## config.mk

```make
export PLATFORM = sky130hd
export DESIGN_NAME = can_zone_greedy_route
export DESIGN_NICKNAME = d
export VERILOG_FILES = /design/src/hw/rtl/czgr_pkg.sv /design/src/hw/rtl/czgr_table.sv /design/src/hw/rtl/czgr_dist.sv /design/src/hw/rtl/can_zone_greedy_route.sv
export SDC_FILE = /design/constraint.sdc
export NUM_CORES = 2
export LEC_CHECK = 0
export BUFFER_PORTS_ARGS = -buffer_cell sky130_fd_sc_hd__buf_2
export CORE_MARGIN = 10
export CORE_UTILIZATION = 30
export CTS_CLUSTER_DIAMETER = 50
export DETAILED_ROUTE_END_ITERATION = 6
export PLACE_DENSITY = 0.52
export SLEW_MARGIN = 15
export SYNTH_ARGS = -nofsm -noshare
export SYNTH_HDL_FRONTEND = slang
export SYNTH_SLANG_ARGS = --single-unit
```

## constraint.sdc

```tcl
create_clock -name aclk -period 21.2 [get_ports aclk]
set_clock_uncertainty 0.1 [all_clocks]
set_input_delay 4.24 -clock aclk [delete_from_list [all_inputs] [get_ports aclk]]
set_output_delay 4.24 -clock aclk [all_outputs]
set_load 0.02 [all_outputs]
```

## src/hw/rtl/czgr_pkg.sv

```systemverilog
// Shared types and constants for the zone greedy routing block.
// Depends on nothing; every other file imports it.
package czgr_pkg;

    // Field widths fixed by the item format.
    localparam int COORD_BITS          = 10;
    localparam int LEN_BITS            = COORD_BITS + 1;
    localparam int RANK_BITS           = 8;
    localparam int DIST_BITS           = 2 * LEN_BITS + 1;
    localparam int CMD_BITS            = 2;
    localparam int STATUS_BITS         = 3;
    localparam int DEFAULT_TABLE_DEPTH = 16;

    // Configuration port geometry.
    localparam int CFG_ADDR_BITS = 4;
    localparam int CFG_DATA_BITS = 32;

    localparam logic [LEN_BITS-1:0] ZONE_EXTENT_RESET = LEN_BITS'(1000);

    // Request commands.
    typedef enum logic [CMD_BITS-1:0] {
        CMD_CLEAR  = 2'd0,
        CMD_INSERT = 2'd1,
        CMD_ROUTE  = 2'd2
    } cmd_t;

    // Result status codes.
    typedef enum logic [STATUS_BITS-1:0] {
        ST_DONE    = 3'd0,
        ST_LOCAL   = 3'd1,
        ST_FORWARD = 3'd2,
        ST_NONE    = 3'd3,
        ST_FULL    = 3'd4
    } status_t;

    // Configuration register indexes.
    typedef enum logic [1:0] {
        REG_ZONE_X      = 2'd0,
        REG_ZONE_Y      = 2'd1,
        REG_ZONE_WIDTH  = 2'd2,
        REG_ZONE_HEIGHT = 2'd3
    } reg_idx_t;

    // One neighbor table entry.
    typedef struct packed {
        logic [COORD_BITS-1:0] border_x;
        logic [COORD_BITS-1:0] border_y;
        logic [LEN_BITS-1:0]   border_length;
        logic                  horizontal;
        logic [RANK_BITS-1:0]  rank;
    } entry_t;

    // Output of the distance unit, one per scanned entry.
    typedef struct packed {
        logic                 valid;
        logic [DIST_BITS-1:0] sq_dist;
        logic [RANK_BITS-1:0] rank;
    } dist_res_t;

endpackage

```

## src/hw/rtl/czgr_table.sv

```systemverilog
// Neighbor table memory: one write port and one registered read port.
// Depends on czgr_pkg for the entry layout.
module czgr_table import czgr_pkg::*; #(
    parameter int TABLE_DEPTH = DEFAULT_TABLE_DEPTH
) (
    input  logic                           aclk,
    input  logic                           aresetn,
    input  logic                           wr_en,
    input  logic [$clog2(TABLE_DEPTH)-1:0] wr_idx,
    input  entry_t                         wr_entry,
    input  logic                           rd_en,
    input  logic [$clog2(TABLE_DEPTH)-1:0] rd_idx,
    output entry_t                         rd_entry,
    output logic                           rd_valid
);

    entry_t mem [TABLE_DEPTH];
    entry_t rd_entry_reg;
    logic   rd_valid_reg;

    // Storage and registered read data.
    always_ff @(posedge aclk) begin
        if (wr_en) begin
            mem[wr_idx] <= wr_entry;
        end
        if (rd_en) begin
            rd_entry_reg <= mem[rd_idx];
        end
    end

    // Read data qualifier.
    always_ff @(posedge aclk) begin
        if (!aresetn) begin
            rd_valid_reg <= 1'b0;
        end else begin
            rd_valid_reg <= rd_en;
        end
    end

    assign rd_entry = rd_entry_reg;
    assign rd_valid = rd_valid_reg;

endmodule

```

## src/hw/rtl/czgr_dist.sv

```systemverilog
// Shared distance unit: squared distance from a query point to a border midpoint.
// Two register stages (squares, then sum). Depends on czgr_pkg.
module czgr_dist import czgr_pkg::*; (
    input  logic                  aclk,
    input  logic                  aresetn,
    input  logic                  in_valid,
    input  entry_t                entry,
    input  logic [COORD_BITS-1:0] query_x,
    input  logic [COORD_BITS-1:0] query_y,
    output dist_res_t             res
);

    logic [LEN_BITS-1:0]   half;
    logic [LEN_BITS-1:0]   mid_x;
    logic [LEN_BITS-1:0]   mid_y;
    logic [LEN_BITS-1:0]   qx_ext;
    logic [LEN_BITS-1:0]   qy_ext;
    logic [LEN_BITS-1:0]   diff_x;
    logic [LEN_BITS-1:0]   diff_y;
    logic [2*LEN_BITS-1:0] sq_x_reg;
    logic [2*LEN_BITS-1:0] sq_y_reg;
    logic [RANK_BITS-1:0]  sq_rank_reg;
    logic                  sq_valid_reg;
    logic [DIST_BITS-1:0]  res_dist_reg;
    logic [RANK_BITS-1:0]  res_rank_reg;
    logic                  res_valid_reg;

    // Border midpoint and absolute coordinate differences.
    always_comb begin
        half   = {1'b0, entry.border_length[LEN_BITS-1:1]};
        qx_ext = {1'b0, query_x};
        qy_ext = {1'b0, query_y};
        mid_x  = {1'b0, entry.border_x} + (entry.horizontal ? half : '0);
        mid_y  = {1'b0, entry.border_y} + (entry.horizontal ? '0 : half);
        diff_x = (mid_x >= qx_ext) ? (mid_x - qx_ext) : (qx_ext - mid_x);
        diff_y = (mid_y >= qy_ext) ? (mid_y - qy_ext) : (qy_ext - mid_y);
    end

    // Stage one: squares. Stage two: their sum.
    always_ff @(posedge aclk) begin
        sq_x_reg     <= diff_x * diff_x;
        sq_y_reg     <= diff_y * diff_y;
        sq_rank_reg  <= entry.rank;
        res_dist_reg <= {1'b0, sq_x_reg} + {1'b0, sq_y_reg};
        res_rank_reg <= sq_rank_reg;
    end

    // Stage valid bits.
    always_ff @(posedge aclk) begin
        if (!aresetn) begin
            sq_valid_reg  <= 1'b0;
            res_valid_reg <= 1'b0;
        end else begin
            sq_valid_reg  <= in_valid;
            res_valid_reg <= sq_valid_reg;
        end
    end

    assign res = '{valid: res_valid_reg, sq_dist: res_dist_reg, rank: res_rank_reg};

endmodule

```

## src/hw/rtl/can_zone_greedy_route.sv

```systemverilog
// Channel   Direction  Handshake               Payload
// s_        in         s_tvalid / s_tready     tuser = cmd, tdata = neighbor and query fields
// m_        out        m_tvalid / m_tready     tuser = status, tdata = next_rank
// apb       in         psel / penable / pready zone registers at byte address 4*i
//
// Clear, insert and unused commands, and routes settled by the zone test or an
// empty table, pass through the execute and response states to the result.
// A route outside the zone adds the scan and drain states: the table has one read
// port, so the scan reads one entry per cycle into the two-stage distance unit.
// A result waits in the output register; the next request is taken meanwhile,
// but a new result is not loaded until the previous one has been taken.
// Reset is synchronous on aresetn and empties the neighbor table.
// Top level: sequencer, zone registers and output register. Depends on czgr_pkg,
// czgr_table and czgr_dist.
module can_zone_greedy_route import czgr_pkg::*; #(
    parameter int TABLE_DEPTH = DEFAULT_TABLE_DEPTH
) (
    input  logic                     aclk,
    input  logic                     aresetn,
    // Request channel.
    input  logic                     s_tvalid,
    output logic                     s_tready,
    // [9:0] in_border_x, [19:10] in_border_y, [30:20] in_border_length,
    // [31] in_border_horizontal, [39:32] in_rank, [49:40] query_x,
    // [59:50] query_y, [63:60] zero
    input  logic [63:0]              s_tdata,
    // [1:0] cmd
    input  logic [CMD_BITS-1:0]      s_tuser,
    // Result channel.
    output logic                     m_tvalid,
    input  logic                     m_tready,
    // [7:0] next_rank
    output logic [RANK_BITS-1:0]     m_tdata,
    // [2:0] status
    output logic [STATUS_BITS-1:0]   m_tuser,
    // Configuration port.
    input  logic                     psel,
    input  logic                     penable,
    input  logic                     pwrite,
    input  logic [CFG_ADDR_BITS-1:0] paddr,
    input  logic [CFG_DATA_BITS-1:0] pwdata,
    output logic [CFG_DATA_BITS-1:0] prdata,
    output logic                     pready
);

    localparam int IDX_W = $clog2(TABLE_DEPTH);
    localparam int CNT_W = $clog2(TABLE_DEPTH + 1);

    typedef enum logic [4:0] {
        S_IDLE  = 5'b00001,
        S_EXEC  = 5'b00010,
        S_SCAN  = 5'b00100,
        S_DRAIN = 5'b01000,
        S_RESP  = 5'b10000
    } state_t;

    state_t                state_reg, state_next;
    logic [CMD_BITS-1:0]   cmd_reg;
    entry_t                in_entry_reg;
    logic [COORD_BITS-1:0] query_x_reg;
    logic [COORD_BITS-1:0] query_y_reg;
    logic [CNT_W-1:0]      count_reg, count_next;
    logic [CNT_W-1:0]      scan_reg, scan_next;
    logic [1:0]            drain_reg, drain_next;
    status_t               res_status_reg, res_status_next;
    logic [DIST_BITS-1:0]  best_dist_reg;
    logic [RANK_BITS-1:0]  best_rank_reg;
    logic                  best_valid_reg, best_valid_next;
    logic                  m_valid_reg, m_valid_next;
    logic [STATUS_BITS-1:0] m_status_reg;
    logic [RANK_BITS-1:0]  m_rank_reg;
    logic [COORD_BITS-1:0] zone_x_reg;
    logic [COORD_BITS-1:0] zone_y_reg;
    logic [LEN_BITS-1:0]   zone_width_reg;
    logic [LEN_BITS-1:0]   zone_height_reg;

    logic                  in_accept;
    logic                  cfg_write;
    logic                  out_free;
    logic                  in_zone;
    logic [LEN_BITS:0]     zone_x_end;
    logic [LEN_BITS:0]     zone_y_end;
    logic                  wr_en;
    logic                  rd_en;
    entry_t                rd_entry;
    logic                  rd_valid;
    dist_res_t             dres;
    logic                  best_take;

    assign in_accept = s_tvalid && s_tready;
    assign s_tready  = (state_reg == S_IDLE);
    assign cfg_write = psel && penable && pwrite && pready;
    assign pready    = 1'b1;
    assign out_free  = !m_valid_reg || m_tready;

    // Zone test on the half-open rectangle, sums formed without wrap.
    always_comb begin
        zone_x_end = {2'b00, zone_x_reg} + {1'b0, zone_width_reg};
        zone_y_end = {2'b00, zone_y_reg} + {1'b0, zone_height_reg};
        in_zone    = (query_x_reg >= zone_x_reg)
                  && ({2'b00, query_x_reg} < zone_x_end)
                  && (query_y_reg >= zone_y_reg)
                  && ({2'b00, query_y_reg} < zone_y_end);
    end

    // Sequencer.
    always_comb begin
        state_next      = state_reg;
        count_next      = count_reg;
        scan_next       = scan_reg;
        drain_next      = drain_reg;
        res_status_next = res_status_reg;
        best_valid_next = best_valid_reg;
        wr_en           = 1'b0;
        rd_en           = 1'b0;
        case (state_reg)
            S_IDLE: begin
                if (in_accept) begin
                    state_next = S_EXEC;
                end
            end
            S_EXEC: begin
                res_status_next = ST_DONE;
                state_next      = S_RESP;
                case (cmd_reg)
                    CMD_CLEAR: begin
                        count_next = '0;
                    end
                    CMD_INSERT: begin
                        if (count_reg == CNT_W'(TABLE_DEPTH)) begin
                            res_status_next = ST_FULL;
                        end else begin
                            wr_en      = 1'b1;
                            count_next = CNT_W'(count_reg + 1'b1);
                        end
                    end
                    CMD_ROUTE: begin
                        if (in_zone) begin
                            res_status_next = ST_LOCAL;
                        end else if (count_reg == '0) begin
                            res_status_next = ST_NONE;
                        end else begin
                            scan_next       = '0;
                            best_valid_next = 1'b0;
                            state_next      = S_SCAN;
                        end
                    end
                    default: begin
                    end
                endcase
            end
            S_SCAN: begin
                rd_en     = 1'b1;
                scan_next = CNT_W'(scan_reg + 1'b1);
                if (CNT_W'(scan_reg + 1'b1) == count_reg) begin
                    drain_next = 2'd2;
                    state_next = S_DRAIN;
                end
            end
            S_DRAIN: begin
                // Wait for the last entry to pass the read register and both
                // distance stages and update the best candidate.
                if (drain_reg == 2'd0) begin
                    res_status_next = ST_FORWARD;
                    state_next      = S_RESP;
                end else begin
                    drain_next = 2'(drain_reg - 1'b1);
                end
            end
            S_RESP: begin
                if (out_free) begin
                    state_next = S_IDLE;
                end
            end
            default: begin
                state_next = S_IDLE;
            end
        endcase
        if (best_take) begin
            best_valid_next = 1'b1;
        end
    end

    // Later entries win ties, so equal distances replace the best.
    assign best_take = dres.valid && (!best_valid_reg || (dres.sq_dist <= best_dist_reg));

    // Output register.
    always_comb begin
        m_valid_next = m_valid_reg;
        if ((state_reg == S_RESP) && out_free) begin
            m_valid_next = 1'b1;
        end else if (m_tready) begin
            m_valid_next = 1'b0;
        end
    end

    // Control registers.
    always_ff @(posedge aclk) begin
        if (!aresetn) begin
            state_reg      <= S_IDLE;
            count_reg      <= '0;
            scan_reg       <= '0;
            drain_reg      <= '0;
            best_valid_reg <= 1'b0;
            m_valid_reg    <= 1'b0;
            res_status_reg <= ST_DONE;
        end else begin
            state_reg      <= state_next;
            count_reg      <= count_next;
            scan_reg       <= scan_next;
            drain_reg      <= drain_next;
            best_valid_reg <= best_valid_next;
            m_valid_reg    <= m_valid_next;
            res_status_reg <= res_status_next;
        end
    end

    // Payload registers.
    always_ff @(posedge aclk) begin
        if (in_accept) begin
            cmd_reg                    <= s_tuser;
            in_entry_reg.border_x      <= s_tdata[9:0];
            in_entry_reg.border_y      <= s_tdata[19:10];
            in_entry_reg.border_length <= s_tdata[30:20];
            in_entry_reg.horizontal    <= s_tdata[31];
            in_entry_reg.rank          <= s_tdata[39:32];
            query_x_reg                <= s_tdata[49:40];
            query_y_reg                <= s_tdata[59:50];
        end
        if (best_take) begin
            best_dist_reg <= dres.sq_dist;
            best_rank_reg <= dres.rank;
        end
        if ((state_reg == S_RESP) && out_free) begin
            m_status_reg <= res_status_reg;
            m_rank_reg   <= (res_status_reg == ST_FORWARD) ? best_rank_reg : '0;
        end
    end

    // Zone registers, written from the configuration port.
    always_ff @(posedge aclk) begin
        if (!aresetn) begin
            zone_x_reg      <= '0;
            zone_y_reg      <= '0;
            zone_width_reg  <= ZONE_EXTENT_RESET;
            zone_height_reg <= ZONE_EXTENT_RESET;
        end else if (cfg_write) begin
            case (reg_idx_t'(paddr[3:2]))
                REG_ZONE_X:      zone_x_reg      <= pwdata[COORD_BITS-1:0];
                REG_ZONE_Y:      zone_y_reg      <= pwdata[COORD_BITS-1:0];
                REG_ZONE_WIDTH:  zone_width_reg  <= pwdata[LEN_BITS-1:0];
                REG_ZONE_HEIGHT: zone_height_reg <= pwdata[LEN_BITS-1:0];
                default: begin
                end
            endcase
        end
    end

    // Register read-back.
    always_comb begin
        case (reg_idx_t'(paddr[3:2]))
            REG_ZONE_X:      prdata = CFG_DATA_BITS'(zone_x_reg);
            REG_ZONE_Y:      prdata = CFG_DATA_BITS'(zone_y_reg);
            REG_ZONE_WIDTH:  prdata = CFG_DATA_BITS'(zone_width_reg);
            REG_ZONE_HEIGHT: prdata = CFG_DATA_BITS'(zone_height_reg);
            default:         prdata = '0;
        endcase
    end

    czgr_table #(
        .TABLE_DEPTH(TABLE_DEPTH)
    ) u_table (
        .aclk     (aclk),
        .aresetn  (aresetn),
        .wr_en    (wr_en),
        .wr_idx   (count_reg[IDX_W-1:0]),
        .wr_entry (in_entry_reg),
        .rd_en    (rd_en),
        .rd_idx   (scan_reg[IDX_W-1:0]),
        .rd_entry (rd_entry),
        .rd_valid (rd_valid)
    );

    czgr_dist u_dist (
        .aclk     (aclk),
        .aresetn  (aresetn),
        .in_valid (rd_valid),
        .entry    (rd_entry),
        .query_x  (query_x_reg),
        .query_y  (query_y_reg),
        .res      (dres)
    );

    assign m_tvalid = m_valid_reg;
    assign m_tuser  = m_status_reg;
    assign m_tdata  = m_rank_reg;

endmodule

```

==> impl_metrics.json <==
{
  "dieWidth_um": 407.1,
  "hp-start": "u_dist.sq_rank_reg[0]",
  "grt_setup_unrepaired": "false",
  "grt_pass1_vias": 25660,
  "whs_path_depth": 0,
  "detail-route-antenna-nets": 0,
  "tightest_slew_ns": 1.150,
  "grt_max_degree": 94,
  "final_util": 0.3449,
  "path_class": "reg2reg",
  "hold_viol_final": 0,
  "post_cts_resized": 0,
  "synth_mux_area_frac": 0.1121,
  "cp-start-kind": "flip-flop",
  "placed_area_um2": 47960,
  "setup_viol": 0,
  "ios": 155,
  "design_area_um2": 51530,
  "ys_types": 94,
  "worst_path_max_delay_cell": "edfxtp_1",
  "synth.cell_area_um2": 44960,
  "fin_setup_tns_ns": 0,
  "clock.fmax_ghz": 0.09018,
  "whs_endpoint": "u_dist.res_rank_reg[0]",
  "synthXorXnorAreaFrac": 0.02335,
  "final_net_count": 3719,
  "cts_root_buf": "clkbuf_16",
  "avgSynthCellArea_um2": 14.79,
  "dieHeight_um": 407.1,
  "port_buffers": 104,
  "fin_hold_ws_ns": 0.2226,
  "track_usage": 0.1246,
  "crit_fanout": 20,
  "power_density_nw_per_um2": 137.8,
  "cp.arrival_ns": 11.60,
  "synth_edf_count": 766,
  "fill_cells": 14500,
  "timing.rr.start": "u_table.rd_entry[8]",
  "syn_inst": 3041,
  "clockBufferDepth": 3,
  "initial_core_util": 0.3009,
  "cp.required_ns": 21.71,
  "final_common_cell": "edfxtp_1",
  "tritoncts": "built",
  "endpoint_kind": "flip-flop",
  "cts_buffers": 106,
  "totalWireLength_um": 104400,
  "r2r_cells": 38,
  "pre_cts_slack_ns": 10.14,
  "coreArea_um2": 149400,
  "vias": 24580,
  "yosysWarningCount": 0,
  "synthSimpleGateAreaFrac": 0.06013,
  "drive_above_1_share": 0.1774,
  "layout_common_cells": "edfxtp_1, inv_1, ha_1",
  "dr.first_iter.drc_count": 1634,
  "cts_max_level": 3,
  "period_needed_ns": 11.09,
  "clock-sinks": 914,
  "drc": 0,
  "rows": 142,
  "yosysSeqAreaShare": 0.5775,
  "antenna_found_initial": 6,
  "insertion_delay_ns": 0.73,
  "die-area_um2": 165800,
  "postCtsSetupBuffers": 0,
  "grt_pass1_wl_um": 159400,
  "routedWlPerCell_um": 19.69,
  "slew_headroom": 0.2315,
  "fin_ws_ns": 10.11,
  "hold_class": "reg2reg",
  "maxCapViolations": 0,
  "r2r_slack_ns": 10.11,
  "cts_hold_buf": 0,
  "path_common_cell": "fa_1",
  "cp_slowest_stage_delay_ns": 0.78,
  "largest_register_ffs": 624,
  "ys.flop_type": "edfxtp_1",
  "viasPerCell": 4.634,
  "leakage_uw": 0.01918,
  "reg2reg_to": "u_dist.sq_x_reg[19]",
  "fin_crit_sh": 0.5231,
  "gp_congestion": 0.7995,
  "synth_top_family_by_area": "adder cells",
  "synth_compound_area_frac": 0.05126,
  "drv_slew": 0,
  "area_growth_pct": 14.60,
  "drt_pre_antenna_iters": 6,
  "synth-adder-area-share": 0.1370,
  "clk_pin_slew_ns": 0.06,
  "irDropWorstVdd_mv": 0.2273,
  "ys_ff_latch": 914,
  "place_hpwl_um": 64960,
  "gr-total-overflow": 0,
  "status": "completed",
  "synthArstFlopShare": 0
}
power breakdown:
group          switching [uW]  internal [uW]
clock                     764           1060
sequential               71.0           2100
combinational            1710           1390
total                    2550           4560
critical path: cells and delay by family, from the launching register on:
family	cells	cell delay [ns]
fa+ha+maj	9	4.00
compound gates	12	3.09
simple gates	9	1.62
xor+xnor	3	1.02
flops	1	0.78
buf+inv	4	0.21
mux	1	0.16
through the flow:
stage,total power [uW],cells
2_1_floorplan,4717,3061
3_3_place_gp,5355,5106
3_5_place_dp,5349,5106
4_1_cts,7224,5302
5_1_grt,7771,5302
6_report,7102,5303
area by class of cell:
cell class                 count  area [um^2]  share of cell area
tap                         2016         2522             0.04895
clock buffer                 129         2780             0.05395
timing repair buffer         137        780.7             0.01515
inverter                     326         1226             0.02380
sequential                   914        25980              0.5041
antenna                        1        2.502          0.00004856
clock inverter                67        782.0             0.01518
multi-input combinational   1713        17460              0.3388
metal layers:
layer  GRT usage  vias up  part of all wire
met5           0        -           0.00026
met4     0.03544        4             0.025
met3     0.02136      142             0.043
met2      0.2088      444              0.48
met1      0.1652    12550              0.45
li1            -    11430                 -
worst max-delay path by stage:
stage	start	to	slack, ns	depth (start not counted)
floorplan	paddr[2]	prdata[0]	11.23	3
global placement	u_table.rd_entry[8]	u_dist.sq_x_reg[19]	10.23	38
detailed placement	u_table.rd_entry[8]	u_dist.sq_x_reg[19]	10.14	38
CTS	u_table.rd_entry[8]	u_dist.sq_x_reg[19]	10.04	38
global route	u_table.rd_entry[8]	u_dist.sq_x_reg[19]	9.24	38
finish	u_table.rd_entry[8]	u_dist.sq_x_reg[19]	10.11	38
kinds of logic (layout without fill, tap and decap cells):
family                   count (synthesis)  in the layout
adder cells (fa/ha/maj)                412            412
flip-flops                             914            914
AND/OR/NAND/NOR                        575            575
multiplexers                           246            246
other                                    2             23
AO/OA/AOI/OAI                          345            345
XOR/XNOR                               113            113
buffers and inverters                  434            659
synthesized netlist by cell type, types with 9 or more instances:
cell        n  share of area
a211oi_1   15         0.0025
a21o_1     53         0.0088
a21oi_1   106          0.012
a31oi_1     9         0.0013
and2_1     32         0.0045
and3_1      9         0.0013
buf_1      22         0.0018
buf_4      23         0.0038
clkbuf_1   56         0.0047
dfxtp_1   148          0.066
edfxtp_1  766           0.51
fa_1      134          0.060
ha_1      278          0.077
inv_1     315          0.026
inv_2      10        0.00083
mux2i_1    34         0.0076
mux4_2    205           0.10
nand2_1   153          0.013
nand2b_1   31         0.0043
nand3_1    38         0.0042
nand4_1    13         0.0018
nor2_1    185          0.015
nor2b_1    34         0.0047
nor3_1     32         0.0036
o211ai_1   11         0.0018
o21a_1     19         0.0032
o21ai_0    56         0.0062
o21bai_1   13         0.0022
or2_2      12         0.0017
xnor2_1    67          0.013
xor2_1     41         0.0080
(Power assumes the default switching activity.)
